[src/rtl/i2crm_pkg.sv]
package i2crm_pkg;

  typedef struct packed {
    logic [1:0]  req_type;
    logic [7:0]  dev_addr;
    logic [15:0] reg_addr;
    logic [7:0]  byte_count;
    logic [7:0]  wr_data;
    logic        sda_in;
  } in_word_t;

  typedef struct packed {
    logic       scl;
    logic       sda_out;
    logic       sda_drive;
    logic [7:0] rd_data;
    logic       rd_valid;
    logic       wr_take;
    logic       busy_res;
    logic       done_res;
    logic       nack_error;
  } out_word_t;

  localparam logic [1:0] REQ_NONE   = 2'd0;
  localparam logic [1:0] REQ_WRITE  = 2'd1;
  localparam logic [1:0] REQ_REG_WR = 2'd2;
  localparam logic [1:0] REQ_REG_RD = 2'd3;

  localparam logic CFG_TIMEOUT = 1'b0;
  localparam logic CFG_WIDE    = 1'b1;

  localparam logic [15:0] TIMEOUT_RESET = 16'd250;

  typedef enum logic [15:0] {
    PH_IDLE     = 16'h0001,
    PH_START1   = 16'h0002,
    PH_DEV      = 16'h0004,
    PH_DEV_ACK  = 16'h0008,
    PH_RHI      = 16'h0010,
    PH_RHI_ACK  = 16'h0020,
    PH_RLO      = 16'h0040,
    PH_RLO_ACK  = 16'h0080,
    PH_DATA     = 16'h0100,
    PH_DATA_ACK = 16'h0200,
    PH_STOP_MID = 16'h0400,
    PH_START2   = 16'h0800,
    PH_DEVR     = 16'h1000,
    PH_DEVR_ACK = 16'h2000,
    PH_READ     = 16'h4000,
    PH_STOP     = 16'h8000
  } phase_t;

  typedef struct packed {
    phase_t      phase;
    logic [1:0]  step;
    logic [2:0]  bits;
    logic [7:0]  shift;
    logic [7:0]  left;
    logic [15:0] wait_cnt;
    logic [7:0]  dev;
    logic [15:0] regad;
    logic [1:0]  kind;
    logic        err;
  } seq_state_t;

endpackage

[src/rtl/i2crm_if.sv]
interface i2crm_if #(parameter int W = 1) (input logic clk);
  logic         valid;
  logic         ready;
  logic [W-1:0] data;
  modport source (output valid, output data, input ready);
  modport sink (input valid, input data, output ready);
endinterface

[src/rtl/i2crm_seq.sv]
module i2crm_seq (
  input  i2crm_pkg::seq_state_t st,
  input  i2crm_pkg::in_word_t   iw,
  input  logic [15:0]           timeout_limit,
  input  logic                  wide,
  output i2crm_pkg::seq_state_t st_next,
  output i2crm_pkg::out_word_t  ow
);
  import i2crm_pkg::*;

  seq_state_t s;
  logic [1:0] sp;
  logic [7:0] ld;

  function automatic seq_state_t enter_ph(seq_state_t x, phase_t p);
    seq_state_t r;
    r = x;
    r.phase = p;
    r.step = 2'd0;
    r.bits = 3'd0;
    r.wait_cnt = 16'd0;
    return r;
  endfunction

  always_comb begin
    s = st;
    ow = '0;
    sp = 2'd0;
    ld = 8'd0;
    if (st.phase == PH_IDLE && iw.req_type != REQ_NONE) begin
      s.kind = iw.req_type;
      s.dev = iw.dev_addr;
      s.regad = iw.reg_addr;
      s.left = iw.byte_count;
      s.err = 1'b0;
      s = enter_ph(s, PH_START1);
    end
    ow.busy_res = 1'b1;
    unique case (s.phase)
      PH_START1, PH_START2: begin
        ow.scl = (s.step != 2'd3);
        ow.sda_out = (s.step < 2'd2);
        ow.sda_drive = 1'b1;
        if (s.step == 2'd3) s = enter_ph(s, (s.phase == PH_START1) ? PH_DEV : PH_DEVR);
        else s.step = s.step + 2'd1;
      end
      PH_DEV, PH_RHI, PH_RLO, PH_DATA, PH_DEVR: begin
        ow.sda_drive = 1'b1;
        if (s.step == 2'd3) begin
          ow.sda_out = 1'b1;
          if (s.bits >= 3'd1) begin
            unique case (s.phase)
              PH_DEV:  s = enter_ph(s, PH_DEV_ACK);
              PH_RHI:  s = enter_ph(s, PH_RHI_ACK);
              PH_RLO:  s = enter_ph(s, PH_RLO_ACK);
              PH_DATA: s = enter_ph(s, PH_DATA_ACK);
              default: s = enter_ph(s, PH_DEVR_ACK);
            endcase
          end else s.bits = s.bits + 3'd1;
        end else begin
          if (s.step == 2'd0 && s.bits == 3'd0) begin
            unique case (s.phase)
              PH_DEV:  s.shift = s.dev;
              PH_DEVR: s.shift = s.dev + 8'd1;
              PH_RHI:  s.shift = s.regad[15:8];
              PH_RLO:  s.shift = s.regad[7:0];
              default: begin
                s.shift = iw.wr_data;
                ow.wr_take = 1'b1;
              end
            endcase
          end
          ow.scl = (s.step == 2'd1);
          ow.sda_out = s.shift[3'd7 - s.bits];
          if (s.step == 2'd2) begin
            s.step = 2'd0;
            if (s.bits == 3'd7) begin
              s.step = 2'd3;
              s.bits = 3'd0;
            end else s.bits = s.bits + 3'd1;
          end else s.step = s.step + 2'd1;
        end
      end
      PH_DEV_ACK, PH_RHI_ACK, PH_RLO_ACK, PH_DATA_ACK, PH_DEVR_ACK: begin
        if (s.step == 2'd0) s.step = 2'd1;
        else begin
          ow.scl = 1'b1;
          if (s.step == 2'd1) s.step = 2'd2;
          else if (!iw.sda_in) begin
            unique case (s.phase)
              PH_DEV_ACK:
                if (s.kind == REQ_WRITE) s = enter_ph(s, (s.left != 8'd0) ? PH_DATA : PH_STOP);
                else s = enter_ph(s, wide ? PH_RHI : PH_RLO);
              PH_RHI_ACK: s = enter_ph(s, PH_RLO);
              PH_RLO_ACK:
                if (s.kind == REQ_REG_RD) s = enter_ph(s, PH_STOP_MID);
                else s = enter_ph(s, (s.left != 8'd0) ? PH_DATA : PH_STOP);
              PH_DATA_ACK: begin
                s.left = s.left - 8'd1;
                s = enter_ph(s, (s.left != 8'd0) ? PH_DATA : PH_STOP);
              end
              default: s = enter_ph(s, (s.left != 8'd0) ? PH_READ : PH_STOP);
            endcase
          end else if (s.wait_cnt >= timeout_limit) begin
            s.err = 1'b1;
            s = enter_ph(s, PH_STOP);
          end else s.wait_cnt = s.wait_cnt + 16'd1;
        end
      end
      PH_READ: begin
        if (s.step == 2'd3) begin
          ow.sda_drive = 1'b1;
          ow.sda_out = !(s.left > 8'd1);
          ow.scl = (s.bits == 3'd1);
          if (s.bits >= 3'd2) begin
            ld = s.left - 8'd1;
            s.left = ld;
            s = enter_ph(s, (ld != 8'd0) ? PH_READ : PH_STOP);
          end else s.bits = s.bits + 3'd1;
        end else if (s.step == 2'd0) s.step = 2'd1;
        else begin
          ow.scl = 1'b1;
          s.shift = {s.shift[6:0], iw.sda_in};
          if (s.bits == 3'd7) begin
            ow.rd_data = s.shift;
            ow.rd_valid = 1'b1;
            s.step = 2'd3;
            s.bits = 3'd0;
          end else begin
            s.bits = s.bits + 3'd1;
            s.step = 2'd0;
          end
        end
      end
      PH_STOP_MID, PH_STOP: begin
        sp = (s.step > 2'd2) ? 2'd2 : s.step;
        ow.scl = (sp != 2'd0);
        ow.sda_out = (sp == 2'd2);
        ow.sda_drive = 1'b1;
        if (sp == 2'd2) begin
          if (s.phase == PH_STOP) begin
            ow.done_res = 1'b1;
            ow.nack_error = s.err;
            s = enter_ph(s, PH_IDLE);
          end else s = enter_ph(s, PH_START2);
        end else s.step = s.step + 2'd1;
      end
      default: begin
        s = enter_ph(s, PH_IDLE);
        ow.scl = 1'b1;
        ow.sda_out = 1'b1;
        ow.sda_drive = 1'b1;
        ow.busy_res = 1'b0;
      end
    endcase
    if (!ow.sda_drive) ow.sda_out = 1'b0;
    st_next = s;
  end
endmodule

[src/rtl/i2c_register_master_top.sv]
// channel | dir | payload
// in_ch   | in  | req_type, dev_addr, reg_addr, byte_count, wr_data, sda_in
// out_ch  | out | scl, sda_out, sda_drive, rd_data, rd_valid, wr_take,
//         |     | busy_res, done_res, nack_error
// One word a cycle while out_ch is ready; taken words leave via the output register.
// Output register with a one-deep skid stage: input ready while the skid is empty.
// Reset (rst, synchronous) returns the sequencer to idle and the registers to defaults.
// An output stall holds the sequencer state once the skid is full; no word is dropped.
module i2c_register_master_top (
  input  logic        clk,
  input  logic        rst,
  input  logic        cfg_we,
  input  logic        cfg_index,
  input  logic [15:0] cfg_data,
  i2crm_if.sink       in_ch,
  i2crm_if.source     out_ch
);
  import i2crm_pkg::*;

  seq_state_t st, st_next;
  in_word_t iw;
  out_word_t ow, out_reg, skid;
  logic out_v, skid_v;
  logic [15:0] timeout_limit;
  logic wide;
  logic take;

  assign iw = in_word_t'(in_ch.data);
  assign in_ch.ready = !skid_v;
  assign take = in_ch.valid && !skid_v;
  assign out_ch.valid = out_v;
  assign out_ch.data = out_reg;

  i2crm_seq u_seq (.st(st), .iw(iw), .timeout_limit(timeout_limit), .wide(wide),
                   .st_next(st_next), .ow(ow));

  always_ff @(posedge clk) begin
    if (rst) begin
      timeout_limit <= TIMEOUT_RESET;
      wide <= 1'b0;
    end else if (cfg_we) begin
      if (cfg_index == CFG_TIMEOUT) timeout_limit <= cfg_data;
      else wide <= cfg_data[0];
    end
  end

  always_ff @(posedge clk) begin
    if (rst) begin
      st <= '{phase: PH_IDLE, default: '0};
      out_v <= 1'b0;
      skid_v <= 1'b0;
    end else begin
      if (take) st <= st_next;
      if (!out_v || out_ch.ready) begin
        if (skid_v) begin
          out_reg <= skid;
          out_v <= 1'b1;
          skid_v <= 1'b0;
        end else begin
          out_reg <= ow;
          out_v <= take;
        end
      end else if (take) begin
        skid <= ow;
        skid_v <= 1'b1;
      end
    end
  end
endmodule

[src/flat_wrapper.sv]
// flat-port wrapper written by rule: the top's interface ports become plain ports
module i2c_register_master_top_flat import i2crm_pkg::*;
  (clk, rst, cfg_we, cfg_index, cfg_data, in_ch_valid, in_ch_data, in_ch_ready, out_ch_valid, out_ch_data, out_ch_ready);
  i2crm_if #(.W(($bits(in_word_t)))) in_ch_i (.clk(clk));
  i2crm_if #(.W(($bits(out_word_t)))) out_ch_i (.clk(clk));
  input  logic clk;
  input  logic rst;
  input  logic cfg_we;
  input  logic cfg_index;
  input  logic [15:0] cfg_data;
  input wire logic [$bits(in_ch_i.valid)-1:0] in_ch_valid;
  input wire logic [$bits(in_ch_i.data)-1:0] in_ch_data;
  output wire logic [$bits(in_ch_i.ready)-1:0] in_ch_ready;
  output wire logic [$bits(out_ch_i.valid)-1:0] out_ch_valid;
  output wire logic [$bits(out_ch_i.data)-1:0] out_ch_data;
  input wire logic [$bits(out_ch_i.ready)-1:0] out_ch_ready;
  assign in_ch_i.valid = in_ch_valid;
  assign in_ch_i.data = in_ch_data;
  assign in_ch_ready = in_ch_i.ready;
  assign out_ch_valid = out_ch_i.valid;
  assign out_ch_data = out_ch_i.data;
  assign out_ch_i.ready = out_ch_ready;
  i2c_register_master_top u_core (.clk(clk), .rst(rst), .cfg_we(cfg_we), .cfg_index(cfg_index), .cfg_data(cfg_data), .in_ch(in_ch_i), .out_ch(out_ch_i));
endmodule
[config.mk]
export PLATFORM = sky130hd
export DESIGN_NAME = i2c_register_master_top_flat
export DESIGN_NICKNAME = d
export VERILOG_FILES = /design/src/rtl/i2crm_pkg.sv /design/src/rtl/i2crm_if.sv /design/src/rtl/i2crm_seq.sv /design/src/rtl/i2c_register_master_top.sv /design/src/flat_wrapper.sv
export SDC_FILE = /design/constraint.sdc
export NUM_CORES = 1
export LEC_CHECK = 0
export ABC_AREA = 1
export BUFFER_PORTS_ARGS = -buffer_cell sky130_fd_sc_hd__buf_2
export CORE_UTILIZATION = 55
export DETAILED_ROUTE_END_ITERATION = 16
export HOLD_SLACK_MARGIN = 0.06
export PLACE_DENSITY = 0.77
export SLEW_MARGIN = 20
export SYNTH_ARGS = -nofsm -noshare
export SYNTH_HDL_FRONTEND = slang
export SYNTH_SLANG_ARGS = --single-unit
[constraint.sdc]
create_clock -name clk -period 3.9 [get_ports clk]
set_input_delay 0.78 -clock clk [delete_from_list [all_inputs] [get_ports clk]]
set_output_delay 0.78 -clock clk [all_outputs]
set_load 0.02 [all_outputs]
# == Word level (Yosys, flattened, before mapping) ==
# Index checks and enable logic that the tools add are counted.
# classes
n_addsub,6
magnitude_cmp,7
n_eq_ne,25
muxes,77
bitwise,3
n_reduce_logical,24
# ops
operator,n
one-hot mux 80 bit (5 select lines),1
two-way mux 80 bit,4
one-hot mux 80 bit (4 select lines),1
one-hot mux 78 bit (4 select lines),1
two-way mux 62 bit,4
two-way mux 16 bit,12
two-way mux 51 bit,3
two-way mux 76 bit,1
two-way mux 59 bit,1
two-way mux 13 bit,3
two-way mux 37 bit,1
two-way mux 18 bit,2
two-way mux 9 bit,4
one-hot mux 8 bit (4 select lines),1
two-way mux 2 bit,12
two-way mux 8 bit,3
adder 16 x 1 -> 16 bit (second input constant),1
== test 16 x 1 -> 1 bit (second input constant),1
== test 16 x 10 -> 1 bit (second input constant),1
== test 16 x 11 -> 1 bit (second input constant),1
== test 16 x 12 -> 1 bit (second input constant),1
== test 16 x 13 -> 1 bit (second input constant),1
== test 16 x 14 -> 1 bit (second input constant),1
== test 16 x 15 -> 1 bit (second input constant),1
other kinds (48),80
# word_totals
ff_bits,131
input_bits,65
elab_cells,174

# == Longest topological paths before layout ==
# Gate-level depths: netlist of run 1.
# depth
word_depth,14
mapped_depth,27

# == Cells and area by module ==
# A second synthesis of run 1 with hierarchy kept.
# unflattened
cells_unflattened,1551
area_unflattened_um2,9721.8
# modules_own_cells
module,n_inst,cells_each,area_per_inst_um2,seq_area_each_um2
i2c_register_master_top,1,708,5335.1,2942.8
i2crm_seq,1,843,4386.7,0.0

# == Least setup slack after synthesis of run 1 ==
# Ideal clock, no wire load.
# synth_timing
kind,in2reg
start,in in_ch_data[42]
end,"reg u_core.out_reg, in the netlist u_core.out_ch.data[14] (data pin)"
setup_time_ps,252
arrival_ps,3494
required_ps,3648
setup_slack_ps,154
cell_stages,25
path_cell_list,inv_1 nand2_1 nand2_1 nor2_4 nand3_4 inv_4 buf_4 buf_2 nor2_1 inv_1 ha_1 clkbuf_1 nand3_1 clkbuf_1 nand2_1 o21ai_1 nand2_1 nand3_1 nand2_1 nand2_1 nand3_1 nand2_1 nand2_1 nand2_1 nand2_1
# synth_rtl
item,line,rtl
from (decl),flat_wrapper.sv:12,input wire logic [$bits(in_ch_i.data)-1:0] in_ch_data;
to (signal assigned),i2c_register_master_top.sv:56,out_reg <= skid;
to (signal assigned),i2c_register_master_top.sv:60,out_reg <= ow;
to (decl),i2c_register_master_top.sv:22,"out_word_t ow, out_reg, skid;"

# == Final worst setup path of run 1 ==
# layout_timing
start,reg u_core.st[75] (netlist name)
end,reg u_core.st[77] (netlist name)
# layout_between
elab_chain_len,10
word_cells_on_any_way,48
# layout_lines
item,line,rtl
== test 16 x 1 -> 1 bit,i2crm_seq.sv:30,if (st.phase == PH_IDLE && iw.req_type != REQ_NONE) begin
logical AND 1 bit,i2crm_seq.sv:30,
two-way mux 80 bit *,i2crm_seq.sv:30,
branches (longest 6 deep; another with >= comparator 16 bit),-,
one-hot mux 80 bit (5 select lines) *,i2crm_seq.sv:39,unique case (s.phase)
# Every way passes the cells marked *.
# A chain may end at the register's enable or synchronous reset.

==> results.sh, run 1 <==
export IMPL_cts_htree_levels=4
export IMPL_clk_path_buf_depth=2
export IMPL_path_class="flop to flop"
export IMPL_rr_startpoint="u_core.st[75]$_SDFFE_PP0P_"
export IMPL_final_area_sq_um=10800
export IMPL_tightestPinTransition_ns=0.798
export IMPL_fmaxAchievable_mhz=273
export IMPL_numPortBuffers=82
export IMPL_sw_frac_of_total_pct=30.3
export IMPL_synth_edf_count=32
export IMPL_p_comb_share_pct=17.2
export IMPL_die_w_um=133
export IMPL_synth_simple_area_share_pct=33.0
export IMPL_synth_avg_cell_area_sq_um=6.62
export IMPL_yosys_area_share_adder_pct=4.12
export IMPL_synthArstFlopShare_pct=0
export IMPL_ys_ff_latch=131
export IMPL_clockPowerShare_pct=43.3
export IMPL_p_switching_mw=1.13
export IMPL_overflow=0
export IMPL_synth_seq_area_share_pct=31.3
export IMPL_ys_flop_type="dfxtp_1"
export IMPL_regArea_sq_um=2940
export IMPL_worstPathMaxFanout=14
export IMPL_top_usage_layer="met2"
export IMPL_finalSetupViolCount=0
export IMPL_yosysWarningCount=0
export IMPL_yosysTopAreaCellShare_pct=21.1
export IMPL_routedWlPerCell_um=15.7
export IMPL_min_period_ns=3.66
export IMPL_die_y_um=133
export IMPL_slew_headroom_pct=46.6
export IMPL_reg2reg_slack_ns=0.24
export IMPL_grt_use_met3_pct=6.17
export IMPL_syn_nets=1518
export IMPL_start_kind="flop"
export IMPL_remaining_drc_errors=0
export IMPL_fill_cells=1534
export IMPL_rr_worst_depth=22
export IMPL_cp_data_arrival_time_ns=4.01
export IMPL_synthTopCellsByCount="361 x nand2_1, 192 x inv_1, 114 x nor2_1"
export IMPL_cts_buffers=17
export IMPL_clkTransAtPathRegs_ns=0.07
export IMPL_clk_latency_ns=0.44
export IMPL_via_per_inst=5.66
export IMPL_area_delta_synth_final_pct=14.4
export IMPL_antenna_found_initial=0
export IMPL_r2r_end="u_core.st[77]$_SDFFE_PP0P_"
export IMPL_max_vdd_ir_drop_mv=0.321
export IMPL_ctsResizeCount=0
export IMPL_gr_usage_met1_pct=44.0
export IMPL_finalCritPeriodShare_pct=93.8
export IMPL_cts_setup_buffers=0
export IMPL_synthTopCellsByArea="dfxtp_1 21%, nand2_1 14%, edfxtp_1 10%, inv_1 7.7%, o21ai_0 5.5%"
export IMPL_whs_ns=0.465
export IMPL_yosysTopAreaCell="dfxtp_1"
export IMPL_root_buffer="clkbuf_16"
export IMPL_ant_nets=0
export IMPL_synth_top_family_by_area="simple AND/OR/NAND/NOR gates"
export IMPL_antenna_cells=0
export IMPL_crit_path_end_kind="flop"
export IMPL_yosysMostFrequentCell="nand2_1"
export IMPL_start_util_pct=56.5
export IMPL_use_met2_pct=49.1
export IMPL_p_leak_nw=4.85
export IMPL_hp_class="flop to flop"
export IMPL_cap_violations=0
export IMPL_cts_hold_buffers=0
export IMPL_drive_above_1_share_pct=17.1
export IMPL_post_dp_cell_area_sq_um=10200
export IMPL_slew_violations=0
export IMPL_crit_start="u_core.st[75]$_SDFFE_PP0P_"
export IMPL_nets=1612
export IMPL_sequentialPowerShare_pct=39.5
export IMPL_die_area_sq_um=17600
export IMPL_grt_start_max_net_pins=60
export IMPL_outcome="complete, no violations"
export IMPL_yosysUniqueCellTypes=61
export IMPL_synth_xor_area_share_pct=1.21
export IMPL_grt_pass1_vias=9062
export IMPL_dp_hpwl_um=20400
export IMPL_finalClockSkew_ns=0.00925
export IMPL_grt_pass1_wl_um=45000
export IMPL_endpoint="u_core.st[77]$_SDFFE_PP0P_"
export IMPL_io_pins=83
export IMPL_grt_use_total_pct=32.2
export IMPL_core_sq_um=16600
export IMPL_gp_congestion=0.984
export IMPL_synth_compound_area_share_pct=18.0
export IMPL_muxShareOfSynthArea_pct=0.678
export IMPL_internal_power_mw=2.60
export IMPL_cts_tree="built"
export IMPL_clock_sinks=131
export IMPL_drt_initial_drc_count=1162
export IMPL_critPathRequiredTime_ns=4.25
export IMPL_syn_inst=1422
export IMPL_powerDensity_nw_per_um2=346
export IMPL_hold_violations=0
export IMPL_drtPass1Iterations=8
export IMPL_rsz0062_at_grt="false"
export IMPL_routed_wl_um=27500
export IMPL_vias=9896
export IMPL_std_cell_rows=47
export IMPL_multi_input_area_sq_um=5370
export IMPL_syn_area_sq_um=9410
==> worst max-delay path, cell delays in order (launching register included) <==
cell and delay (ns):
dfxtp_1 0.36, inv_2 0.13, nand2_2 0.12, nor2_4 0.24
nand3_4 0.20, inv_6 0.18, nor2_1 0.09, ha_1 0.31
a21oi_1 0.16, o21ai_0 0.09, a21oi_1 0.20, a21boi_0 0.20
nand2_1 0.12, nor2_1 0.18, inv_1 0.09, nand2_1 0.08
buf_4 0.12, a21oi_1 0.08, o21ai_2 0.22, nand2_1 0.12
o31ai_1 0.09, nand2_1 0.08, a21oi_1 0.12
==> layout by cell type, fill, tap and decap left out, drive strengths merged, types with 4 or more instances in the layout <==
master  instances
o21ai         118
o211ai         24
inv           218
nor3           28
o311ai          4
o31ai           5
dfxtp          99
nand2         379
buf           126
a21oi          91
clkinv         10
edfxtp         32
o22ai          16
ha             31
nand4          26
or2             5
xor2           10
clkbuf         17
a31oi          12
nand3          97
nor2          140
==> how the worst min path moves through the flow <==
stage / from / end / cells after the start / slack, ns
CTS: u_core.st[27]$_SDFFE_PP0P_ / u_core.st[27]$_SDFFE_PP0P_ / 2 / 0.47
global placement: u_core.st[62]$_SDFFE_PP0P_ / u_core.st[62]$_SDFFE_PP0P_ / 2 / 0.45
global route: u_core.st[42]$_SDFFE_PP0P_ / u_core.st[42]$_SDFFE_PP0P_ / 2 / 0.48
finish: u_core.st[27]$_SDFFE_PP0P_ / u_core.st[27]$_SDFFE_PP0P_ / 2 / 0.47
floorplan: u_core.timeout_limit[10]$_SDFFE_PP0P_ / u_core.timeout_limit[10]$_SDFFE_PP0P_ / 2 / 0.44
detailed placement: u_core.st[27]$_SDFFE_PP0P_ / u_core.st[27]$_SDFFE_PP0P_ / 2 / 0.46
==> power groups by stage <==
stage,clock [mW],combinational [mW],sequential (mW)
finish,1.61,0.643,1.47
global route,1.68,0.712,1.48
CTS,1.63,0.632,1.47
detailed placement,0,0.628,1.50
global placement,0,0.620,1.50
floorplan,0,0.424,1.51
==> routing by layer <==
metal	share of wire (%)	up-vias
li1	-	4883
met1	44	4456
met2	44	477
met3	9.2	80
met4	3.2	0
met5	0	-
==> sequential cells by signal (all words and copies together) (netlist names) <==
| signal | flops |
|---|---|
| u_core.out_ch.data | 16 |
| u_core.st | 80 |
| u_core.wide | 1 |
| u_core.out_ch.valid | 1 |
| u_core.timeout_limit | 16 |
| u_core.skid | 16 |
| u_core.skid_v | 1 |
==> area by class of cell <==
type	instances	area share, %
clock inverter	15	1.48
timing repair buffer	126	7.11
clock buffer	17	3.95
inverter	218	7.65
sequential	131	27.3
multi-input combinational	1022	49.9
tap	220	2.56
==> per-stage QoR <==
stage | utilization, % | setup WS [ns] | TNS (ns) | std cells | power [mW]
after floorplan | - | 0.154 | 0 | 1422 | 1.94
after global placement | 61.2 | 0.0736 | 0 | 1717 | 2.12
after detailed placement | 61.2 | -0.0218 | -0.0218 | 1717 | 2.13
after CTS | 64.7 | 0.353 | 0 | 1749 | 3.73
after global routing | 64.7 | 0.00227 | 0 | 1749 | 3.87
final | 64.7 | 0.243 | 0 | 1749 | 3.73
==> logic make-up after synthesis <==
group,Yosys count
AO/OA/AOI/OAI,291
XOR/XNOR,13
adder cells (fa/ha/maj),31
buffers and inverters,269
flip-flops,131
multiplexers,6
AND/OR/NAND/NOR,681
Note: power is estimated with default switching activity, not from simulation.
==> run 2, diff against run 1 <==
--- a/config.mk
+++ b/config.mk
@@ -7,10 +7,9 @@
 export LEC_CHECK = 0
 export ABC_AREA = 1
 export BUFFER_PORTS_ARGS = -buffer_cell sky130_fd_sc_hd__buf_2
-export CORE_UTILIZATION = 55
+export CORE_UTILIZATION = 23
 export DETAILED_ROUTE_END_ITERATION = 16
 export HOLD_SLACK_MARGIN = 0.06
-export PLACE_DENSITY = 0.77
 export SLEW_MARGIN = 20
 export SYNTH_ARGS = -nofsm -noshare
 export SYNTH_HDL_FRONTEND = slang
==> constraint.sdc (replaced) <==
create_clock -name clk -period 3.9 [get_ports clk]
set_input_delay 0.78 -clock clk [delete_from_list [all_inputs] [get_ports clk]]
set_output_delay 0.78 -clock clk [all_outputs]
set_load 0.005 [all_outputs]
==> run 2 against run 1 <==
Effect of this change:
- via count fell by 1.5%
- clock power is 2% lower
- core utilization shrank 36 points
- worst hold slack improved by 0.0028 ns
- fmax increased by 5.1%
- final area is 4.8% higher
- largest power group unchanged
- count of clock-buffer cells in the layout rose by 2
- critical endpoint is now u_core.st[36]$_SDFFE_PP0P_
- sequential share of layout area shrank 1.2 points
==> results.sh, run 2 (synthesized netlist as in run 1, its figures left out) <==
export IMPL_p_leak_nw=4.92
export IMPL_p_switching_mw=1.15
export IMPL_grt_start_max_net_pins=53
export IMPL_sw_frac_of_total_pct=31.1
export IMPL_slew_headroom_pct=47.3
export IMPL_area_delta_synth_final_pct=19.8
export IMPL_cts_setup_buffers=0
export IMPL_gp_congestion=0.899
export IMPL_via_per_inst=4.70
export IMPL_largest_register_ffs=80
export IMPL_cts_buffers=17
export IMPL_cp_data_arrival_time_ns=3.84
export IMPL_clockPowerShare_pct=42.4
export IMPL_crit_path_end_kind="flop"
export IMPL_drive_above_1_share_pct=18.0
export IMPL_final_setup_tns_ns=0
export IMPL_internal_power_mw=2.55
export IMPL_die_area_sq_um=41700
export IMPL_fill_cells=4409
export IMPL_worstPathCellList="nor2_2, inv_2, nor2_4, nand3_4, inv_4, nor2_1, ha_1, a21oi_1, o21ai_0, a21oi_1, a21boi_0, nand2_1, nor2_1, inv_1, nand2_1, nand2_1, buf_4, o41ai_1, nand3_1, a21oi_1"
export IMPL_drt_initial_drc_count=771
export IMPL_hold_violations=0
export IMPL_drtPass1Iterations=5
export IMPL_nets=1631
export IMPL_clkTransAtPathRegs_ns=0.06
export IMPL_antenna_found_initial=0
export IMPL_cp_slowest_stage_delay_ns=0.37
export IMPL_start_util_pct=23.5
export IMPL_p_comb_share_pct=17.9
export IMPL_final_area_sq_um=11300
export IMPL_cts_htree_levels=4
export IMPL_slew_violations=0
export IMPL_regArea_sq_um=2940
export IMPL_hp_class="flop to flop"
export IMPL_finalClockSkew_ns=0.0139
export IMPL_power_mw=3.70
export IMPL_tightestPinTransition_ns=0.787
export IMPL_largest_register="u_core.st"
export IMPL_dp_hpwl_um=24600
export IMPL_core_sq_um=40000
export IMPL_std_cell_rows=73
export IMPL_rsz0062_at_grt="false"
export IMPL_path_class="flop to flop"
export IMPL_cap_violations=0
export IMPL_powerDensity_nw_per_um2=328
export IMPL_remaining_drc_errors=0
export IMPL_min_period_ns=3.48
export IMPL_critPathSlowestCell="dfxtp_1"
export IMPL_numPortBuffers=82
export IMPL_root_buffer="clkbuf_16"
export IMPL_ctsResizeCount=0
export IMPL_grt_pass1_wl_um=50800
export IMPL_die_y_um=204
export IMPL_fmaxAchievable_mhz=287
export IMPL_die_w_um=204
export IMPL_io_pins=83
export IMPL_overflow=0
export IMPL_final_common_cell="nand2_1"
export IMPL_grt_pass1_vias=9287
export IMPL_outcome="complete, no violations"
export IMPL_routedWlPerCell_um=15.2
export IMPL_clk_path_buf_depth=2
export IMPL_max_vdd_ir_drop_mv=0.331
export IMPL_post_dp_cell_area_sq_um=10700
export IMPL_final_cell_mix="360 x nand2_1, 192 x inv_1, 114 x nor2_1"
export IMPL_finalCritPeriodShare_pct=89.2
export IMPL_finalSetupViolCount=0
export IMPL_routed_wl_um=31600
export IMPL_worstPathMaxFanout=14
export IMPL_clk_latency_ns=0.44
export IMPL_vias=9752
export IMPL_sequentialPowerShare_pct=39.7
export IMPL_critPathRequiredTime_ns=4.27
export IMPL_start_kind="flop"
export IMPL_ant_nets=0
export IMPL_whs_ns=0.468
export IMPL_clock_sinks=131
export IMPL_cts_tree="built"
export IMPL_cts_hold_buffers=0
export IMPL_multi_input_area_sq_um=5370
export IMPL_grt_use_total_pct=15.4
-- run 2: changes by cell type in the layout (fill, tap and decap cells not counted) --
cell and delta:
clkinv_4 -1, bufinv_16 -1, buf_4 +18, inv_8 +1, diode_2 +1, clkinv_2 -1
clkbuf_1 +2, inv_6 -1, inv_4 +1, buf_12 +1
-- run 2: layout make-up --
cell class / count / area share, %
diodes: 1 / 0.0222
clock buffers: 19 / 3.84
inverters: 218 / 7.28
flip-flops and latches: 131 / 26.1
repair buffers: 145 / 8.17
well taps: 525 / 5.83
multi-input cells: 1022 / 47.6
clock inverters: 13 / 1.12
-- run 2: layer usage --
| layer | global-route usage [%] | vias to the layer above | routed length (um) |
|---|---|---|---|
| met2 | 24.3 | 278 | 14100 |
| met4 | 4.82 | 0 | 529 |
| met3 | 2.50 | 28 | 1690 |
| met1 | 21.4 | 4518 | 15300 |
| li1 | - | 4928 | - |
| met5 | 0 | - | 0 |
-- run 2: final timing paths --
kind                               from                          to  slack [ns]  cells past startpoint
max          u_core.st[76]$_SDFFE_PP0P_  u_core.st[36]$_SDFFE_PP0P_        0.42                     20
min reg2reg  u_core.st[28]$_SDFFE_PP0P_  u_core.st[28]$_SDFFE_PP0P_        0.47                      2
max reg2reg  u_core.st[76]$_SDFFE_PP0P_  u_core.st[36]$_SDFFE_PP0P_        0.42                     20
min          u_core.st[28]$_SDFFE_PP0P_  u_core.st[28]$_SDFFE_PP0P_        0.47                      2
-- run 2: power groups by stage --
stage | combinational, mW | sequential (mW) | clock, mW
finish | 0.662 | 1.47 | 1.57
global route | 0.742 | 1.48 | 1.65
CTS | 0.662 | 1.47 | 1.60
detailed placement | 0.659 | 1.50 | 0
global placement | 0.652 | 1.50 | 0
floorplan | 0.423 | 1.50 | 0
-- run 2: critical path, delay by kind of cell, from the launching register on --
kind                       cells  cell delay (ns)
and+or+nand+nor                9             1.17
AOI/OAI and AO/OA              6             1.00
buffers and inverters          4             0.56
DFF                            1             0.37
adders and majority gates      1             0.30
-- run 2: per-stage QoR --
step	setup WS, ns	instances	util, %
after detailed placement	0.0444	2041	26.8
after CTS	0.441	2073	28.2
after global routing	0.0387	2073	28.2
after floorplan	0.154	1422	-
after global placement	0.0836	2041	26.8
final	0.421	2074	28.2
==> run 3, diff against run 2 <==
--- a/config.mk
+++ b/config.mk
@@ -5,7 +5,7 @@
 export SDC_FILE = /design/constraint.sdc
 export NUM_CORES = 1
 export LEC_CHECK = 0
-export ABC_AREA = 1
+export ABC_AREA = 0
 export BUFFER_PORTS_ARGS = -buffer_cell sky130_fd_sc_hd__buf_2
 export CORE_UTILIZATION = 23
 export DETAILED_ROUTE_END_ITERATION = 16
==> run 3 against run 2 <==
Effect of this change:
- final cell count decreased by 17%
- routed wire length decreased by 7.7%
- register-to-register slack got worse by 0.28 ns
- core utilization increased by 1.7 points
- synthesized cell count decreased by 24%
- fmax decreased by 7.4%
- area after synthesis decreased by 9.4%
- worst setup slack got worse by 0.28 ns
- first-iteration DRC count increased by 4.8%
- die area decreased by 9.3%
- largest power group unchanged
==> results.sh, run 3 <==
export IMPL_fmaxAchievable_mhz=266
export IMPL_synthTopCellsByCount="163 x nand2_1, 99 x dfxtp_1, 92 x a21oi_1"
export IMPL_multi_input_area_sq_um=5280
export IMPL_worstPathMaxFanout=23
export IMPL_std_cell_rows=70
export IMPL_hp_class="flop to flop"
export IMPL_final_area_sq_um=10900
export IMPL_post_route_util_pct=29.9
export IMPL_syn_area_sq_um=8520
export IMPL_fill_cells=3855
export IMPL_clk_path_buf_depth=2
export IMPL_nets=1329
export IMPL_critPathRequiredTime_ns=4.23
export IMPL_largest_register_ffs=80
export IMPL_slew_headroom_pct=44.5
export IMPL_final_cells=1714
export IMPL_start_util_pct=23.3
export IMPL_path_class="flop to flop"
export IMPL_outcome="complete, no violations"
export IMPL_cts_buffers=17
export IMPL_dp_cells=1678
export IMPL_die_area_sq_um=37800
export IMPL_drive_above_1_share_pct=25.4
export IMPL_setup_slack_ns=0.145
export IMPL_synth_seq_area_share_pct=34.5
export IMPL_syn_nets=1171
export IMPL_start_kind="flop"
export IMPL_die_w_um=195
export IMPL_cp_top_family="simple AND/OR/NAND/NOR gates"
export IMPL_powerDensity_nw_per_um2=338
export IMPL_synth_edf_count=32
export IMPL_grt_pass1_wl_um=46400
export IMPL_power_mw=3.69
export IMPL_max_vdd_ir_drop_mv=0.289
export IMPL_dp_hpwl_um=21800
export IMPL_ant_nets=0
export IMPL_hold_violations=0
export IMPL_synthArstFlopShare_pct=0
export IMPL_slew_violations=0
export IMPL_ys_flop_type="dfxtp_1"
export IMPL_vias=8753
export IMPL_cp_data_arrival_time_ns=4.08
export IMPL_syn_inst=1075
export IMPL_regArea_sq_um=2940
export IMPL_final_setup_tns_ns=0
export IMPL_grt_start_max_net_pins=33
export IMPL_area_delta_synth_final_pct=28.1
export IMPL_die_y_um=195
export IMPL_final_cell_mix="161 x nand2_1, 120 x buf_4, 98 x dfxtp_1"
export IMPL_clk_latency_ns=0.44
export IMPL_crit_path_end_kind="flop"
export IMPL_yosysTopAreaCell="dfxtp_1"
export IMPL_cts_htree_levels=4
export IMPL_p_leak_nw=4.29
export IMPL_yosysUniqueCellTypes=77
export IMPL_finalSetupViolCount=0
export IMPL_whs_ns=0.456
export IMPL_critPathSlowestCell="or4_4"
export IMPL_clock_sinks=131
export IMPL_yosysMostFrequentCell="nand2_1"
export IMPL_io_pins=83
export IMPL_drtPass1Iterations=6
export IMPL_min_period_ns=3.76
export IMPL_finalCritPeriodShare_pct=96.3
export IMPL_cp_slowest_stage_delay_ns=0.57
export IMPL_numPortBuffers=82
export IMPL_yosysWarningCount=0
export IMPL_remaining_drc_errors=0
export IMPL_cts_tree="built"
export IMPL_ys_ff_latch=131
export IMPL_synthTopCellsByArea="dfxtp_1 23%, edfxtp_1 11%, nand2_1 7.2%, a21oi_1 5.4%, ha_1 4.6%"
export IMPL_cts_hold_buffers=0
export IMPL_overflow=0
export IMPL_largest_register="u_core.st"
export IMPL_routedWlPerCell_um=17.0
export IMPL_timing_critical_path_buf_inv=3
export IMPL_finalClockSkew_ns=0.0109
export IMPL_tightestPinTransition_ns=0.826
export IMPL_drt_initial_drc_count=808
export IMPL_clkTransAtPathRegs_ns=0.07
export IMPL_synth_avg_cell_area_sq_um=7.93
export IMPL_rsz0062_at_grt="true"
export IMPL_via_per_inst=5.11
export IMPL_antenna_found_initial=0
export IMPL_yosysTopAreaCellShare_pct=23.2
export IMPL_cap_violations=0
export IMPL_gp_congestion=0.931
export IMPL_post_place_ws_ns=-0.235
export IMPL_routed_wl_um=29100
export IMPL_core_sq_um=36500
export IMPL_grt_use_total_pct=15.5
export IMPL_worstPathCellList="or4_4, nor4_4, nand2_2, buf_12, buf_4, and2_1, ha_1, nand4_1, o211ai_1, a211oi_2, o21ai_4, buf_6, nand2b_1, nand3_1, a32o_1"
export IMPL_post_dp_cell_area_sq_um=10200
export IMPL_final_common_cell="nand2_1"
export IMPL_antenna_cells=0
export IMPL_grt_pass1_vias=8449
export IMPL_root_buffer="clkbuf_16"
[run 3: cell count changes after synthesis, moves of 16 or more]
cell,change
clkbuf_1,+17
nor2_1,-35
inv_2,-22
and3_1,+23
o21ai_0,-52
inv_1,-149
nand2_2,-16
nand2_1,-198
nand3_1,-59
a211oi_1,+21
[run 3: worst min-delay path, cell delays in order, from the launching register on]
cell and delay [ns]:
dfxtp_1 0.31, nand2_1 0.05, a21oi_1 0.05
[run 3: per-layer routing]
metal,vias up,GRT usage (%),part of all wire (%)
li1,4242,-,-
met1,4157,20.9,46
met2,311,24.8,46
met3,43,2.52,5.0
met4,0,5.70,2.1
met5,-,0,0
[run 3: area by class of cell]
class | count | area share, %
inverters | 44 | 1.51
multi-input cells | 832 | 48.4
clock buffers | 21 | 4.35
clock inverters | 11 | 0.710
flip-flops and latches | 131 | 27.0
well taps | 468 | 5.36
repair buffers | 207 | 12.8
[run 3: repair_timing]
action,4_1_cts,5_1_grt
resized for setup,1,27
pin swaps,2,10
hold endpoints to repair,0,0
setup buffers,0,4
setup endpoints to repair,2,16
[run 3: power breakdown]
part | switching (mW) | leakage [nW] | internal, mW
logic | 0.403 | 2.94 | 0.287
clock network | 0.652 | 0.264 | 0.872
registers | 0.0335 | 1.09 | 1.44
[run 3: cell families (layout without fill, tap and decap cells)]
logic type / after synthesis / in the layout / synth area share [%]
AOI/OAI and AO/OA: 295 / 295 / 22.6
DFF: 131 / 131 / 34.5
and+or+nand+nor: 453 / 453 / 26.8
adders and majority gates: 31 / 31 / 4.55
buffers and inverters: 112 / 283 / 5.36
xor gates and xnor gates: 23 / 23 / 2.36
muxes: 30 / 30 / 3.76
[run 3: final timing paths]
path	slack [ns]	startpoint	cells past startpoint	end
setup / recovery	0.14	u_core.st[75]$_SDFFE_PP0P_	15	u_core.st[33]$_SDFFE_PP0P_
hold / removal	0.46	u_core.timeout_limit[15]$_SDFFE_PP0P_	2	u_core.timeout_limit[15]$_SDFFE_PP0P_
setup reg to reg	0.14	u_core.st[75]$_SDFFE_PP0P_	15	u_core.st[33]$_SDFFE_PP0P_
hold reg to reg	0.46	u_core.timeout_limit[15]$_SDFFE_PP0P_	2	u_core.timeout_limit[15]$_SDFFE_PP0P_
